[config.mk]
export PLATFORM = sky130hd
export DESIGN_NAME = sudoku_backtracking_solver
export DESIGN_NICKNAME = d
export VERILOG_FILES = /design/src/sbs_pkg.sv /design/src/sbs_board_mem.sv /design/src/sudoku_backtracking_solver.sv
export SDC_FILE = /design/constraint.sdc
export NUM_CORES = 1
export LEC_CHECK = 0
export BUFFER_PORTS_ARGS = -buffer_cell sky130_fd_sc_hd__buf_2
export CORE_MARGIN = 3
export CORE_UTILIZATION = 39
export CTS_CLUSTER_SIZE = 8
export DETAILED_ROUTE_END_ITERATION = 10
export PLACE_DENSITY = 0.59
export SLEW_MARGIN = 20
export SYNTH_ARGS = -nofsm -noshare
export SYNTH_HDL_FRONTEND = slang
export SYNTH_SLANG_ARGS = --single-unit
[constraint.sdc]
create_clock -name i_clk -period 6.3 [get_ports i_clk]
set_clock_uncertainty 0.2 [all_clocks]
set_input_delay 0.63 -clock i_clk [delete_from_list [all_inputs] [get_ports i_clk]]
set_output_delay 0.63 -clock i_clk [all_outputs]
set_load 0.02 [all_outputs]
[src/sbs_pkg.sv]
// ----------------------------------------------------------------------------
// sbs_pkg
// Shared types, constants and helpers for the 9x9 backtracking solver.
// ----------------------------------------------------------------------------
package sbs_pkg;

    // Board geometry
    localparam int GRID_SIDE  = 9;
    localparam int GRID_CELLS = GRID_SIDE * GRID_SIDE;
    localparam int ADDR_W     = $clog2(GRID_CELLS);

    // Stream commands
    localparam logic [1:0] CMD_WRITE = 2'd0;
    localparam logic [1:0] CMD_SOLVE = 2'd1;
    localparam logic [1:0] CMD_READ  = 2'd2;

    // One board entry: clue flag plus digit
    typedef struct packed {
        logic       fixed;
        logic [3:0] value;
    } t_cell;

    // Write request into the board store
    typedef struct packed {
        logic              en;
        logic [ADDR_W-1:0] addr;
        t_cell             data;
    } t_mem_wr;

    // Result transaction payload, read_value in the low bits
    typedef struct packed {
        logic       solved;
        logic [3:0] read_value;
    } t_result;

    // Row-major cell address: row * 9 + col
    function automatic logic [ADDR_W-1:0] f_cell_addr(input logic [3:0] row,
                                                      input logic [3:0] col);
        logic [7:0] sum;
        sum = {1'b0, row, 3'b000} + {4'b0000, row} + {4'b0000, col};
        return sum[ADDR_W-1:0];
    endfunction

    // First row or column of the 3x3 box holding the given index
    function automatic logic [3:0] f_box_base(input logic [3:0] idx);
        logic [3:0] base;
        if (idx < 4'd3) begin
            base = 4'd0;
        end else if (idx < 4'd6) begin
            base = 4'd3;
        end else begin
            base = 4'd6;
        end
        return base;
    endfunction

    // Offset within a box for scan step j (0..8): j / 3 and j % 3
    function automatic logic [3:0] f_div3(input logic [3:0] j);
        return (j < 4'd3) ? 4'd0 : ((j < 4'd6) ? 4'd1 : 4'd2);
    endfunction

    function automatic logic [3:0] f_mod3(input logic [3:0] j);
        return j - 4'd3 * f_div3(j);
    endfunction

    // Digit to one-hot mask, digit 1 at bit 0; empty gives no bit
    function automatic logic [GRID_SIDE-1:0] f_val_bit(input logic [3:0] v);
        logic [GRID_SIDE-1:0] m;
        m = '0;
        for (int k = 1; k <= GRID_SIDE; k++) begin
            if (v == 4'(k)) begin
                m[k-1] = 1'b1;
            end
        end
        return m;
    endfunction

endpackage

[src/sbs_board_mem.sv]
// ----------------------------------------------------------------------------
// sbs_board_mem
// Board store: 81 entries, one write and one registered read per cycle.
// Per-entry valid flags make unwritten entries read as empty after reset.
// ----------------------------------------------------------------------------
module sbs_board_mem
    import sbs_pkg::*;
(
    input  logic              i_clk,
    input  logic              i_rst_n,
    input  t_mem_wr           i_wr,
    input  logic [ADDR_W-1:0] i_rd_addr,
    output t_cell             o_rd_data
);

    t_cell                 r_mem [GRID_CELLS];
    logic [GRID_CELLS-1:0] r_vld;
    t_cell                 r_rd_data;
    logic                  r_rd_vld;

    // Storage and registered read
    always_ff @(posedge i_clk) begin
        if (i_wr.en) begin
            r_mem[i_wr.addr] <= i_wr.data;
        end
        r_rd_data <= r_mem[i_rd_addr];
    end

    // Valid flags, cleared by reset
    always_ff @(posedge i_clk) begin
        if (!i_rst_n) begin
            r_vld    <= '0;
            r_rd_vld <= 1'b0;
        end else begin
            if (i_wr.en) begin
                r_vld[i_wr.addr] <= 1'b1;
            end
            r_rd_vld <= r_vld[i_rd_addr];
        end
    end

    assign o_rd_data = r_rd_vld ? r_rd_data : '0;

endmodule

[src/sudoku_backtracking_solver.sv]
// Path: a write or unknown command goes straight to the result stage; a read first passes
// through the registered board read. Each result then moves into the output register.
// Solve: a clue-marking sweep over the board, then cell visits in search order; each
// empty-cell visit makes 27 neighbor reads through the single board read port.
// Input is not ready during a solve or a read, nor while a result waits in the result stage.
// Reset (sync, active low) empties the board and clears all control state.
// ----------------------------------------------------------------------------
// sudoku_backtracking_solver
// Loads a 9x9 board, runs a depth-first backtracking search on demand and
// reads cells back. Conflict checks reuse one scan unit over the board store.
// ----------------------------------------------------------------------------
module sudoku_backtracking_solver
    import sbs_pkg::*;
(
    input  logic        i_clk,
    input  logic        i_rst_n,
    input  logic        s_axis_tvalid,
    output logic        s_axis_tready,
    input  logic [15:0] s_axis_tdata,  // command[1:0] row[5:2] column[9:6] cell_value[13:10]
    output logic        m_axis_tvalid,
    input  logic        m_axis_tready,
    output logic [7:0]  m_axis_tdata   // read_value[3:0] solved[4]
);

    localparam logic [2:0] ST_IDLE  = 3'd0;
    localparam logic [2:0] ST_RDATA = 3'd1;
    localparam logic [2:0] ST_SWEEP = 3'd2;
    localparam logic [2:0] ST_CELL  = 3'd3;
    localparam logic [2:0] ST_CHK   = 3'd4;
    localparam logic [2:0] ST_SCAN  = 3'd5;
    localparam logic [2:0] ST_LAST  = 3'd6;

    localparam logic [ADDR_W-1:0] CELLS_A = ADDR_W'(GRID_CELLS);
    localparam logic [3:0]        SIDE_M1 = 4'(GRID_SIDE - 1);

    // Control registers
    logic [2:0]  r_state, n_state;
    logic        r_pend_vld, n_pend_vld;
    logic        r_out_vld, n_out_vld;
    logic        r_acc_v, n_acc_v;

    // Payload and search registers
    t_result              r_pend, n_pend;
    t_result              r_out, n_out;
    logic                 r_rd_ok, n_rd_ok;
    logic [ADDR_W-1:0]    r_cnt, n_cnt;
    logic [ADDR_W-1:0]    r_sw_addr, n_sw_addr;
    logic [ADDR_W-1:0]    r_pos, n_pos;
    logic [3:0]           r_row, n_row;
    logic [3:0]           r_col, n_col;
    logic                 r_fwd, n_fwd;
    logic [3:0]           r_old, n_old;
    logic [GRID_SIDE-1:0] r_used, n_used;
    logic                 r_self, n_self;
    logic [1:0]           r_grp, n_grp;
    logic [3:0]           r_j, n_j;

    // Board store interface
    t_mem_wr           mem_wr;
    logic [ADDR_W-1:0] rd_addr;
    t_cell             rd_data;

    // Input fields
    logic [1:0] in_cmd;
    logic [3:0] in_row, in_col, in_val;
    logic       in_grid, in_acc;

    assign in_cmd  = s_axis_tdata[1:0];
    assign in_row  = s_axis_tdata[5:2];
    assign in_col  = s_axis_tdata[9:6];
    assign in_val  = s_axis_tdata[13:10];
    assign in_grid = (in_row <= SIDE_M1) && (in_col <= SIDE_M1);
    assign s_axis_tready = (r_state == ST_IDLE) && !r_pend_vld;
    assign in_acc  = s_axis_tvalid && s_axis_tready;

    sbs_board_mem u_board (
        .i_clk     (i_clk),
        .i_rst_n   (i_rst_n),
        .i_wr      (mem_wr),
        .i_rd_addr (rd_addr),
        .o_rd_data (rd_data)
    );

    // Scan address: row group, column group, then box group
    logic [3:0]        sc_row, sc_col;
    logic [ADDR_W-1:0] scan_addr;

    always_comb begin
        unique case (r_grp)
            2'd0: begin
                sc_row = r_row;
                sc_col = r_j;
            end
            2'd1: begin
                sc_row = r_j;
                sc_col = r_col;
            end
            default: begin
                sc_row = f_box_base(r_row) + f_div3(r_j);
                sc_col = f_box_base(r_col) + f_mod3(r_j);
            end
        endcase
        scan_addr = f_cell_addr(sc_row, sc_col);
    end

    // Neighbor mask including the last scan read, and the next candidate digit
    logic [GRID_SIDE-1:0] used_all;
    logic [3:0]           pick;
    logic                 pick_ok;

    always_comb begin
        used_all = r_used | (r_self ? '0 : f_val_bit(rd_data.value));
        pick     = '0;
        pick_ok  = 1'b0;
        for (int k = GRID_SIDE; k >= 1; k--) begin
            if (!used_all[k-1] && (4'(k) > r_old)) begin
                pick    = 4'(k);
                pick_ok = 1'b1;
            end
        end
    end

    // Neighbor cursor steps
    logic [ADDR_W-1:0] pos_inc, pos_dec;
    logic [3:0]        row_inc, col_inc, row_dec, col_dec;

    always_comb begin
        pos_inc = r_pos + 1'b1;
        pos_dec = r_pos - 1'b1;
        if (r_col == SIDE_M1) begin
            col_inc = '0;
            row_inc = r_row + 1'b1;
        end else begin
            col_inc = r_col + 1'b1;
            row_inc = r_row;
        end
        if (r_col == 4'd0) begin
            col_dec = SIDE_M1;
            row_dec = r_row - 1'b1;
        end else begin
            col_dec = r_col - 1'b1;
            row_dec = r_row;
        end
    end

    // Sequencer
    always_comb begin
        n_state    = r_state;
        n_pend_vld = r_pend_vld;
        n_pend     = r_pend;
        n_out_vld  = r_out_vld;
        n_out      = r_out;
        n_acc_v    = r_acc_v;
        n_rd_ok    = r_rd_ok;
        n_cnt      = r_cnt;
        n_sw_addr  = r_sw_addr;
        n_pos      = r_pos;
        n_row      = r_row;
        n_col      = r_col;
        n_fwd      = r_fwd;
        n_old      = r_old;
        n_used     = r_used;
        n_self     = r_self;
        n_grp      = r_grp;
        n_j        = r_j;
        mem_wr     = '0;
        rd_addr    = r_pos;

        // Result stage into output register
        if (r_pend_vld && (!r_out_vld || m_axis_tready)) begin
            n_out      = r_pend;
            n_out_vld  = 1'b1;
            n_pend_vld = 1'b0;
        end else if (r_out_vld && m_axis_tready) begin
            n_out_vld = 1'b0;
        end

        unique case (r_state)
            ST_IDLE: begin
                if (in_acc) begin
                    unique case (in_cmd)
                        CMD_WRITE: begin
                            if (in_grid && (in_val <= SIDE_M1 + 4'd1)) begin
                                mem_wr.en         = 1'b1;
                                mem_wr.addr       = f_cell_addr(in_row, in_col);
                                mem_wr.data.value = in_val;
                            end
                            n_pend_vld = 1'b1;
                            n_pend     = '0;
                        end
                        CMD_SOLVE: begin
                            n_cnt   = '0;
                            n_acc_v = 1'b0;
                            n_state = ST_SWEEP;
                        end
                        CMD_READ: begin
                            rd_addr = in_grid ? f_cell_addr(in_row, in_col) : '0;
                            n_rd_ok = in_grid;
                            n_state = ST_RDATA;
                        end
                        default: begin
                            n_pend_vld = 1'b1;
                            n_pend     = '0;
                        end
                    endcase
                end
            end

            ST_RDATA: begin
                n_pend_vld        = 1'b1;
                n_pend.solved     = 1'b0;
                n_pend.read_value = r_rd_ok ? rd_data.value : 4'd0;
                n_state           = ST_IDLE;
            end

            // Mark every nonempty cell as a clue, read one entry and write back the previous
            ST_SWEEP: begin
                if (r_acc_v) begin
                    mem_wr.en         = 1'b1;
                    mem_wr.addr       = r_sw_addr;
                    mem_wr.data.value = rd_data.value;
                    mem_wr.data.fixed = (rd_data.value != 4'd0);
                end
                if (r_cnt != CELLS_A) begin
                    rd_addr   = r_cnt;
                    n_sw_addr = r_cnt;
                    n_cnt     = r_cnt + 1'b1;
                    n_acc_v   = 1'b1;
                end else begin
                    n_acc_v = 1'b0;
                    n_pos   = '0;
                    n_row   = '0;
                    n_col   = '0;
                    n_fwd   = 1'b1;
                    n_state = ST_CELL;
                end
            end

            ST_CELL: begin
                if (r_pos == CELLS_A) begin
                    n_pend_vld = 1'b1;
                    n_pend     = '{solved: 1'b1, read_value: 4'd0};
                    n_state    = ST_IDLE;
                end else begin
                    rd_addr = r_pos;
                    n_state = ST_CHK;
                end
            end

            // Clue cells are passed over in the current direction
            ST_CHK: begin
                if (rd_data.fixed) begin
                    if (r_fwd) begin
                        n_pos   = pos_inc;
                        n_row   = row_inc;
                        n_col   = col_inc;
                        n_state = ST_CELL;
                    end else if (r_pos == '0) begin
                        n_pend_vld = 1'b1;
                        n_pend     = '0;
                        n_state    = ST_IDLE;
                    end else begin
                        n_pos   = pos_dec;
                        n_row   = row_dec;
                        n_col   = col_dec;
                        n_state = ST_CELL;
                    end
                end else begin
                    n_old   = rd_data.value;
                    n_used  = '0;
                    n_grp   = '0;
                    n_j     = '0;
                    n_acc_v = 1'b0;
                    n_state = ST_SCAN;
                end
            end

            // Read the 27 row, column and box neighbors; the cell itself counts as empty
            ST_SCAN: begin
                rd_addr = scan_addr;
                n_self  = (scan_addr == r_pos);
                n_acc_v = 1'b1;
                if (r_acc_v && !r_self) begin
                    n_used = r_used | f_val_bit(rd_data.value);
                end
                if (r_j == SIDE_M1) begin
                    n_j   = '0;
                    n_grp = r_grp + 1'b1;
                    if (r_grp == 2'd2) begin
                        n_state = ST_LAST;
                    end
                end else begin
                    n_j = r_j + 1'b1;
                end
            end

            // Place the next free digit and advance, or clear and back up
            ST_LAST: begin
                n_acc_v     = 1'b0;
                mem_wr.en   = 1'b1;
                mem_wr.addr = r_pos;
                if (pick_ok) begin
                    mem_wr.data.value = pick;
                    n_fwd   = 1'b1;
                    n_pos   = pos_inc;
                    n_row   = row_inc;
                    n_col   = col_inc;
                    n_state = ST_CELL;
                end else begin
                    n_fwd = 1'b0;
                    if (r_pos == '0) begin
                        n_pend_vld = 1'b1;
                        n_pend     = '0;
                        n_state    = ST_IDLE;
                    end else begin
                        n_pos   = pos_dec;
                        n_row   = row_dec;
                        n_col   = col_dec;
                        n_state = ST_CELL;
                    end
                end
            end

            default: begin
                n_state = ST_IDLE;
            end
        endcase
    end

    // Control state
    always_ff @(posedge i_clk) begin
        if (!i_rst_n) begin
            r_state    <= ST_IDLE;
            r_pend_vld <= 1'b0;
            r_out_vld  <= 1'b0;
            r_acc_v    <= 1'b0;
        end else begin
            r_state    <= n_state;
            r_pend_vld <= n_pend_vld;
            r_out_vld  <= n_out_vld;
            r_acc_v    <= n_acc_v;
        end
    end

    // Payload and search datapath
    always_ff @(posedge i_clk) begin
        r_pend    <= n_pend;
        r_out     <= n_out;
        r_rd_ok   <= n_rd_ok;
        r_cnt     <= n_cnt;
        r_sw_addr <= n_sw_addr;
        r_pos     <= n_pos;
        r_row     <= n_row;
        r_col     <= n_col;
        r_fwd     <= n_fwd;
        r_old     <= n_old;
        r_used    <= n_used;
        r_self    <= n_self;
        r_grp     <= n_grp;
        r_j       <= n_j;
    end

    assign m_axis_tvalid = r_out_vld;
    assign m_axis_tdata  = {3'b000, r_out};

endmodule

==> results of run 1 <==
## synth_stat cells (all sizes together), types with 13 or more instances
library cell / number
a21oi: 90
a221oi: 21
a22oi: 22
a311oi: 23
a31oi: 16
and3: 25
buf: 72
clkbuf: 57
dfxtp: 93
edfxtp: 466
ha: 42
inv: 52
mux2: 22
mux2i: 46
nand2: 413
nand3: 131
nand4: 14
nor2: 180
nor3: 30
o21a: 88
o21ai: 50
o22ai: 13
xnor2: 23
## what timing repair did
item,CTS,global route
pin swaps,8,38
gates cloned,0,3
setup buffers,4,11
setup endpoints to repair,6,6
gates resized for setup,32,37
## final timing paths
check	end	slack (ns)
worst max register to register	u_board.r_rd_data[0]	0.02
worst min register to register	m_axis_tdata[4]	0.23
worst min-delay path	m_axis_tvalid	0.11
worst max-delay path	u_board.r_rd_data[0]	0.02
## kinds of logic (layout without fill, tap and decap cells)
family          Yosys count  count (layout)  share of synthesized area
other cells               1               3                   0.000147
flops                   559             559                      0.622
xor+xnor                 35              35                     0.0120
mux                      68              68                     0.0278
compound gates          445             445                      0.124
simple gates            869             870                      0.152
buf+inv                 182             384                     0.0343
fa+ha+maj                51              51                     0.0277
## cell usage in the layout (no fill, tap or decap), types with 10 or more instances in the layout
| cell | count |
|---|---|
| a21o_1 | 11 |
| a21oi_1 | 80 |
| a21oi_2 | 10 |
| a221oi_1 | 14 |
| a22o_1 | 12 |
| a22oi_1 | 22 |
| a311oi_1 | 21 |
| a31oi_1 | 13 |
| and3_1 | 24 |
| buf_12 | 18 |
| buf_2 | 23 |
| buf_4 | 138 |
| clkbuf_1 | 56 |
| clkbuf_16 | 83 |
| dfxtp_1 | 93 |
| edfxtp_1 | 466 |
| ha_1 | 35 |
| inv_1 | 45 |
| mux2_2 | 22 |
| mux2i_1 | 46 |
| nand2_1 | 409 |
| nand2b_1 | 11 |
| nand3_1 | 127 |
| nand4_1 | 14 |
| nor2_1 | 176 |
| nor3_1 | 28 |
| o211ai_1 | 10 |
| o21a_1 | 88 |
| o21ai_0 | 41 |
| o22ai_1 | 13 |
| xnor2_1 | 19 |
| xor2_1 | 11 |
## critical path: cells and delay by family (launching register included)
family,cells,cell delay [ns]
adder cells (fa/ha/maj),6,2.14
buffers and inverters,5,0.60
flip-flops,1,0.43
AND/OR/NAND/NOR,3,0.56
XOR/XNOR,1,0.21
AO/OA/AOI/OAI,10,2.04
## power by group
group | internal [mW] | total [mW] | switching [mW]
sequential | 4.09 | 4.22 | 0.136
clock | 2.47 | 4.08 | 1.61
combinational | 1.60 | 4.18 | 2.58
total | 8.16 | 12.5 | 4.33
## final cells by class
class | count | area, um2
sequential | 559 | 15900
tap | 855 | 1070
fill | 5713 | 34300
inverter | 53 | 199
timing repair buffer | 186 | 1660
multi-input combinational | 1472 | 9130
clock buffer | 138 | 2250
clock inverter | 7 | 151
## per-layer routing
metal / part of all wire / global-route usage / routed length (um)
met3: 0.079 / 0.0335 / 5900
met2: 0.47 / 0.341 / 34600
met5: 0 / 0 / 0
met1: 0.43 / 0.302 / 32100
met4: 0.024 / 0.0665 / 1770
## sequential cells by signal, summed over array words and instances, names as in the netlist, 2 cells and up
register and cells:
m_axis_tdata 5, r_cnt 7, r_col 4, r_grp 2
r_j 4, r_old 4, r_pend 5, r_pos 7
r_row 4, r_state 3, r_sw_addr 7, r_used 9
u_board.r_mem 405, u_board.r_rd_data 5, u_board.r_vld 81
## through the flow
stage / instances / util / setup TNS [ns] / hold slack, ns
2_1_floorplan: 2212 / - / 0 / 0.200
3_3_place_gp: 3107 / 0.424 / -1.85 / 0.201
3_5_place_dp: 3107 / 0.424 / -2.06 / 0.207
4_1_cts: 3256 / 0.464 / 0 / 0.0741
5_1_grt: 3270 / 0.469 / -1.08 / 0.178
6_report: 3270 / 0.469 / 0 / 0.113
==> reports/results.ini, run 1 <==
[status]
status = complete, no violations

[yosys]
ys_ff_latch = 559
yosys.area.top_type_share = 0.549
synth_area_um2 = 25500
ys_seq_area_frac = 0.622
syn_inst = 2210
synth_area_leader_cell = edfxtp_1
synth.top_cells.by_area = edfxtp_1, dfxtp_1, nand2_1, nor2_1, o21a_1
yosysWarnings = 0
ys_types = 86
ys.flop_type = edfxtp_1
avgSynthCellArea_um2 = 11.5
async_flop_share = 0
synth_edf_count = 466

[worst_hold_path]
hold_depth = 4
min_from = m_axis_tready
hp-class = in -> reg

[clocking]
cts.clk_slew.worst_paths_ns = 0.05
numCtsBuffers = 80
cts_tree = built
cts.path.max_buffers = 3
clk_latency_ns = 0.63
root_buffer = clkbuf_16
cts.sinks = 559
cts_hold_buffers = 0
htree_levels = 3

[power]
leakage_nw = 11.0
p_per_area_nw_per_um2 = 412
peakVddDrop_mv = 0.211
power_mw = 12.5

[placement]
routabilityCongestion = 0.894
dpl_cell_area_um2 = 27400
dp_hpwl_um = 47500
portBuffers = 24
place_ws_ns = -0.539

[global_route]
antenna_found_initial = 0
gr-total-overflow = 0
grt_max_degree = 82
grt_pass1_wl_um = 112000
first_global_vias = 18000
grt_usage = 0.214

[setup_path]
cpPeakStageDelay_ns = 0.59
crit_path_end_kind = register
cp_max_fo = 5
critPathArrivalTime_ns = 6.58
cp-start-kind = register
cp_common_cell = fa_1
crit_type = reg -> reg
rr_worst_depth = 25
critPathRequiredTime_ns = 6.60
cp-startpoint = r_j[1]
cp_slowest_cell = fa_1
r2r-start = r_j[1]

[cells_and_area]
syn_to_final_growth_pct = 19.0
n_antenna_cell = 0
final_nets = 2423
drive_above_1_share = 0.157
design_area_um2 = 30300

[timing]
fin_crit_ns = 6.28
fmax_mhz = 159
layout_setup_ws_ns = 0.0157
setup_viol = 0
maxSlewHeadroom = 0.195
maxSlewViolCount = 0
period_share = 0.998
finalHoldViolations = 0
tightest_slew_ns = 1.20
rsz0062_at_grt = true

[die]
rows = 93
start_util = 0.394
die_w_um = 262
die-area_um2 = 68400
ios = 30
die_h_um = 262
core-area_um2 = 64600

[routing]
wl_per_cell_um = 22.7
drt_first_pass_iters = 6
vias = 18700
routed_wirelength_um = 74300
drtAntennaViolNets = 0
drt_iter0_drc = 1970
via_per_inst = 5.72
drc = 0

[run]
cap_violations = 0

Note: power is estimated with default switching activity, not from simulation.
==> inputs of run 2 (changes only) <==
--- a/config.mk
+++ b/config.mk
@@ -7,10 +7,10 @@
 export LEC_CHECK = 0
 export BUFFER_PORTS_ARGS = -buffer_cell sky130_fd_sc_hd__buf_2
 export CORE_MARGIN = 3
-export CORE_UTILIZATION = 39
+export CORE_UTILIZATION = 45
 export CTS_CLUSTER_SIZE = 8
 export DETAILED_ROUTE_END_ITERATION = 10
-export PLACE_DENSITY = 0.59
+export PLACE_DENSITY = 0.65
 export SLEW_MARGIN = 20
 export SYNTH_ARGS = -nofsm -noshare
 export SYNTH_HDL_FRONTEND = slang
==> run 2 against run 1 <==
Count of clock-buffer cells in the layout rose by 1. Sequential share of layout area increased by 0.17 points. Design area fell by 0.32%. Largest power group unchanged. Final cell count is 3.1% lower. Worst setup slack improved by 0.058 ns. Hold slack improved by 0.037 ns. Highest routed layer unchanged. Flip-flop and latch count is the same. Critical endpoint is now u_board.r_rd_data[3]. Total power fell by 0.85%. Sequential power about the same. Core utilization up 7.5 points.
==> reports/results.ini, run 2 (synthesis gave the netlist of run 1 again) <==
[status]
status = complete, no violations

[cells_and_area]
largest_register_ffs = 405
largest_registers = u_board.r_mem (405), u_board.r_vld (81), r_used (9)
layout_common_cells = edfxtp_1, nand2_1, nor2_1
n_antenna_cell = 0
syn_to_final_growth_pct = 18.6
fillers = 4723
drive_above_1_share = 0.163
final_nets = 2429
final_common_cell = edfxtp_1
top_register = u_board.r_mem

[routing]
drtAntennaViolNets = 0
drt_iter0_drc = 2245
vias = 18900
via_per_inst = 5.96
wl_per_cell_um = 23.0
drt_first_pass_iters = 6
routed_wirelength_um = 72700
drc = 0

[setup_path]
cp_slowest_cell = fa_1
crit_type = reg -> reg
crit_path_end_kind = register
critPathRequiredTime_ns = 6.65
cpPeakStageDelay_ns = 0.57
cp_common_cell = ha_4
critPathArrivalTime_ns = 6.57
cp_max_fo = 4
rr_worst_depth = 27
cp-start-kind = register
r2r_slack_ns = 0.07
worstReg2RegEnd = u_board.r_rd_data[3]
r2r-start = r_j[1]

[die]
rows = 86
core-area_um2 = 55500
ios = 30
start_util = 0.459
die-area_um2 = 59500
die_w_um = 244
die_h_um = 244

[timing]
layout_setup_ws_ns = 0.0740
maxSlewViolCount = 0
tightest_slew_ns = 1.13
rsz0062_at_grt = true
finalHoldViolations = 0
setup_viol = 0
maxSlewHeadroom = 0.249
fin_crit_ns = 6.23
period_share = 0.988
fmax_mhz = 161
finalSetupTns_ns = 0

[clocking]
cts_tree = built
clk_latency_ns = 0.62
htree_levels = 3
cts.sinks = 559
cts_hold_buffers = 0
root_buffer = clkbuf_16
cts.clk_slew.worst_paths_ns = 0.05
numCtsBuffers = 80
cts.path.max_buffers = 3

[global_route]
grt_usage = 0.240
antenna_found_initial = 1
grt_pass1_wl_um = 111000
grt_max_degree = 82
gr-total-overflow = 0
first_global_vias = 18400

[run]
cap_violations = 0

[power]
p_per_area_nw_per_um2 = 410
leakage_nw = 11.0
peakVddDrop_mv = 0.237

[placement]
dp_hpwl_um = 47000
place_ws_ns = -0.408
portBuffers = 24
routabilityCongestion = 0.930

[worst_hold_path]
min_from = m_axis_tready
hold_depth = 4
hold_end = m_axis_tvalid
hp-class = in -> reg

run 2: how the worst max path moves through the flow:
stage | start | to | slack, ns | cells after the start
after floorplan | r_j[1] | u_board.r_rd_data[4] | 0.23 | 25
after global placement | r_j[1] | u_board.r_rd_data[0] | -0.30 | 29
after detailed placement | r_j[1] | u_board.r_rd_data[1] | -0.41 | 26
after CTS | r_j[1] | u_board.r_rd_data[3] | 0.01 | 27
after global routing | r_j[1] | u_board.r_rd_data[3] | -0.18 | 28
final | r_j[1] | u_board.r_rd_data[3] | 0.07 | 27
run 2: timing repair:
item | 4_1_cts | 5_1_grt
pin swaps | 7 | 50
hold endpoints to repair | 0 | 0
resized for setup | 26 | 79
endpoints found under the setup margin | 6 | 6
cloned | 0 | 1
buffers inserted | 5 | 13
run 2: layout make-up:
cell class / instances / area, um2 / area share
clock buffers: 139 / 2270 / 0.0750
clock inverters: 5 / 90.1 / 0.00298
inverters: 53 / 199 / 0.00658
multi-input cells: 1471 / 9220 / 0.305
flip-flops and latches: 559 / 15900 / 0.525
well taps: 748 / 936 / 0.0310
repair buffers: 193 / 1650 / 0.0547
run 2: routing by layer:
layer / vias to the layer above / part of all wire / global-route usage
met5: - / 0 / 0
met4: 0 / 0.036 / 0.0874
met3: 185 / 0.090 / 0.0455
met2: 946 / 0.46 / 0.380
met1: 9268 / 0.41 / 0.331
li1: 8467 / - / -
run 2: through the flow:
step / utilization / hold WS, ns / cells / power (mW) / cell area, um2
5_1_grt: 0.544 / 0.189 / 3168 / 12.8 / 30200
2_1_floorplan: - / 0.200 / 2212 / 6.42 / 25500
6_report: 0.544 / 0.150 / 3168 / 12.4 / 30200
3_5_place_dp: 0.491 / 0.206 / 3007 / 8.07 / 27200
3_3_place_gp: 0.491 / 0.205 / 3007 / 8.03 / 27200
4_1_cts: 0.536 / 0.120 / 3154 / 12.1 / 29700
run 2: power breakdown:
group / internal, mW / leakage, nW / total [mW] / switching (mW)
clock network: 2.43 / 1.11 / 4.00 / 1.57
registers: 4.09 / 5.19 / 4.23 / 0.138
logic: 1.60 / 4.70 / 4.16 / 2.56
total: 8.12 / 11.0 / 12.4 / 4.27
run 2: worst max-delay path: cells and delay by family, from the launching register on:
family,cells,cell delay (ns)
AO/OA/AOI/OAI,11,2.21
XOR/XNOR,2,0.19
adder cells (fa/ha/maj),6,2.04
buffers and inverters,4,0.43
flip-flops,1,0.45
AND/OR/NAND/NOR,4,0.60
==> inputs of run 3 (changes only) <==
--- a/config.mk
+++ b/config.mk
@@ -6,11 +6,13 @@
 export NUM_CORES = 1
 export LEC_CHECK = 0
 export BUFFER_PORTS_ARGS = -buffer_cell sky130_fd_sc_hd__buf_2
+export CELL_PAD_IN_SITES_DETAIL_PLACEMENT = 0
+export CELL_PAD_IN_SITES_GLOBAL_PLACEMENT = 1
 export CORE_MARGIN = 3
 export CORE_UTILIZATION = 45
 export CTS_CLUSTER_SIZE = 8
 export DETAILED_ROUTE_END_ITERATION = 10
-export PLACE_DENSITY = 0.65
+export PLACE_DENSITY = 0.77
 export SLEW_MARGIN = 20
 export SYNTH_ARGS = -nofsm -noshare
 export SYNTH_HDL_FRONTEND = slang
==> run 3 against run 2 <==
Clock power fell by 3%. Critical path depth fell by 1. Non-clock buffer count fell by 14. Register-to-register slack improved by 0.03 ns. Routed wire length fell by 1.3%. Maximum frequency rose by 0.41%. Combinational power fell by 3%. Die area did not move. Via count fell by 1.6%. Design area fell by 0.86%. First-iteration DRC count fell by 19%. Count of clock-buffer cells in the layout rose by 1. Largest cell class unchanged.
==> reports/results.ini, run 3 (synthesis gave the netlist of run 1 again) <==
[status]
status = complete, no violations

[power]
p_per_area_nw_per_um2 = 405
leakage_nw = 10.9
peakVddDrop_mv = 0.277

[cells_and_area]
fin_util = 0.540
syn_to_final_growth_pct = 17.6
largest_registers = u_board.r_mem (405), u_board.r_vld (81), r_used (9)
n_antenna_cell = 0
drive_above_1_share = 0.153
largest_register_ffs = 405
final_common_cell = edfxtp_1
top_register = u_board.r_mem
layout_common_cells = edfxtp_1, nand2_1, nor2_1
final_nets = 2414

[routing]
wl_per_cell_um = 22.8
vias = 18600
via_per_inst = 5.89
routed_wirelength_um = 71800
drt_first_pass_iters = 6
drc = 0
drt_iter0_drc = 1812
drtAntennaViolNets = 0

[global_route]
gr-total-overflow = 0
grt_max_degree = 82
grt_pass1_wl_um = 108000
grt_usage = 0.238
first_global_vias = 17700
antenna_found_initial = 2

[clocking]
numCtsBuffers = 79
cts_tree = built
htree_levels = 3
cts.path.max_buffers = 3
cts_hold_buffers = 0
clk_latency_ns = 0.61
cts.sinks = 559
root_buffer = clkbuf_16
cts.clk_slew.worst_paths_ns = 0.05

[timing]
fmax_mhz = 161
finalHoldViolations = 0
tightest_slew_ns = 1.08
rsz0062_at_grt = true
period_share = 0.984
setup_viol = 0
maxSlewViolCount = 0
finalSetupTns_ns = 0
maxSlewHeadroom = 0.278
fin_crit_ns = 6.20

[worst_hold_path]
hp-class = in -> reg
hold_depth = 4

[setup_path]
cp_max_fo = 4
critPathArrivalTime_ns = 6.48
critPathRequiredTime_ns = 6.58
crit_type = reg -> reg
rr_worst_depth = 26
crit_path_end_kind = register
cp-start-kind = register

[die]
die_w_um = 244
die-area_um2 = 59500
rows = 86
die_h_um = 244
core-area_um2 = 55500
start_util = 0.459
ios = 30

[placement]
dp_hpwl_um = 47300
routabilityCongestion = 0.902
portBuffers = 24

[run]
cap_violations = 0

run 3: stage by stage:
| step | instances | setup slack (ns) | hold slack (ns) | instance area [um2] | power [mW] |
|---|---|---|---|---|---|
| 6_report | 3154 | 0.0997 | 0.131 | 30000 | 12.1 |
| 5_1_grt | 3154 | -0.0921 | 0.161 | 30000 | 12.6 |
| 4_1_cts | 3143 | 0.0363 | 0.0990 | 29500 | 12.0 |
| 3_5_place_dp | 2995 | -0.281 | 0.205 | 27200 | 8.05 |
| 3_3_place_gp | 2995 | -0.229 | 0.203 | 27200 | 8.02 |
| 2_1_floorplan | 2212 | 0.234 | 0.200 | 25500 | 6.42 |
run 3: per-layer routing:
metal / part of all wire / vias up / GRT usage
met5: 0.00018 / - / 0
met1: 0.42 / 9140 / 0.325
met4: 0.041 / 2 / 0.0964
met2: 0.46 / 801 / 0.375
li1: - / 8443 / -
met3: 0.082 / 187 / 0.0452
run 3: layout make-up:
cell class,count,area (um2)
Clock buffer,140,2230
Clock inverter,4,42.5
Fill cell,4890,25600
Inverter,53,199
Multi-Input combinational cell,1471,9180
Sequential cell,559,15900
Tap cell,748,936
Timing Repair Buffer,179,1520
run 3: repair_timing:
item,4_1_cts,5_1_grt
endpoints found under the setup margin,5,6
gates resized for setup,20,64
hold endpoints to repair,0,0
setup buffers,4,12
pin swaps,13,50
gates cloned,0,0
run 3: worst max-delay path, stage by stage (launching register included):
cell	delay [ns]
edfxtp_1	0.45
ha_4	0.21
nor2_4	0.10
nor2_4	0.06
ha_4	0.26
inv_2	0.03
fa_1	0.53
ha_2	0.18
fa_1	0.42
nand2_1	0.08
nand2_1	0.06
ha_1	0.29
ha_2	0.18
inv_2	0.04
fa_1	0.51
or3b_4	0.43
a31oi_4	0.20
a311oi_4	0.09
o211ai_1	0.16
buf_4	0.20
nor2_8	0.07
buf_8	0.14
a22o_1	0.22
a221o_1	0.34
a32oi_2	0.26
nor2_2	0.08
o311a_1	0.28
run 3: path summary, 6_finish.rpt:
| path | startpoint | endpoint | slack, ns |
|---|---|---|---|
| worst max register to register | r_j[1] | u_board.r_rd_data[1] | 0.1 |
| worst min register to register | r_pend[2] | m_axis_tdata[2] | 0.21 |
| worst max-delay path | r_j[1] | u_board.r_rd_data[1] | 0.1 |
| worst min-delay path | m_axis_tready | m_axis_tvalid | 0.13 |
run 3: power breakdown:
part	total, mW	switching [mW]	internal, mW
registers	4.21	0.125	4.09
clock network	3.90	1.53	2.37
logic	4.03	2.51	1.52
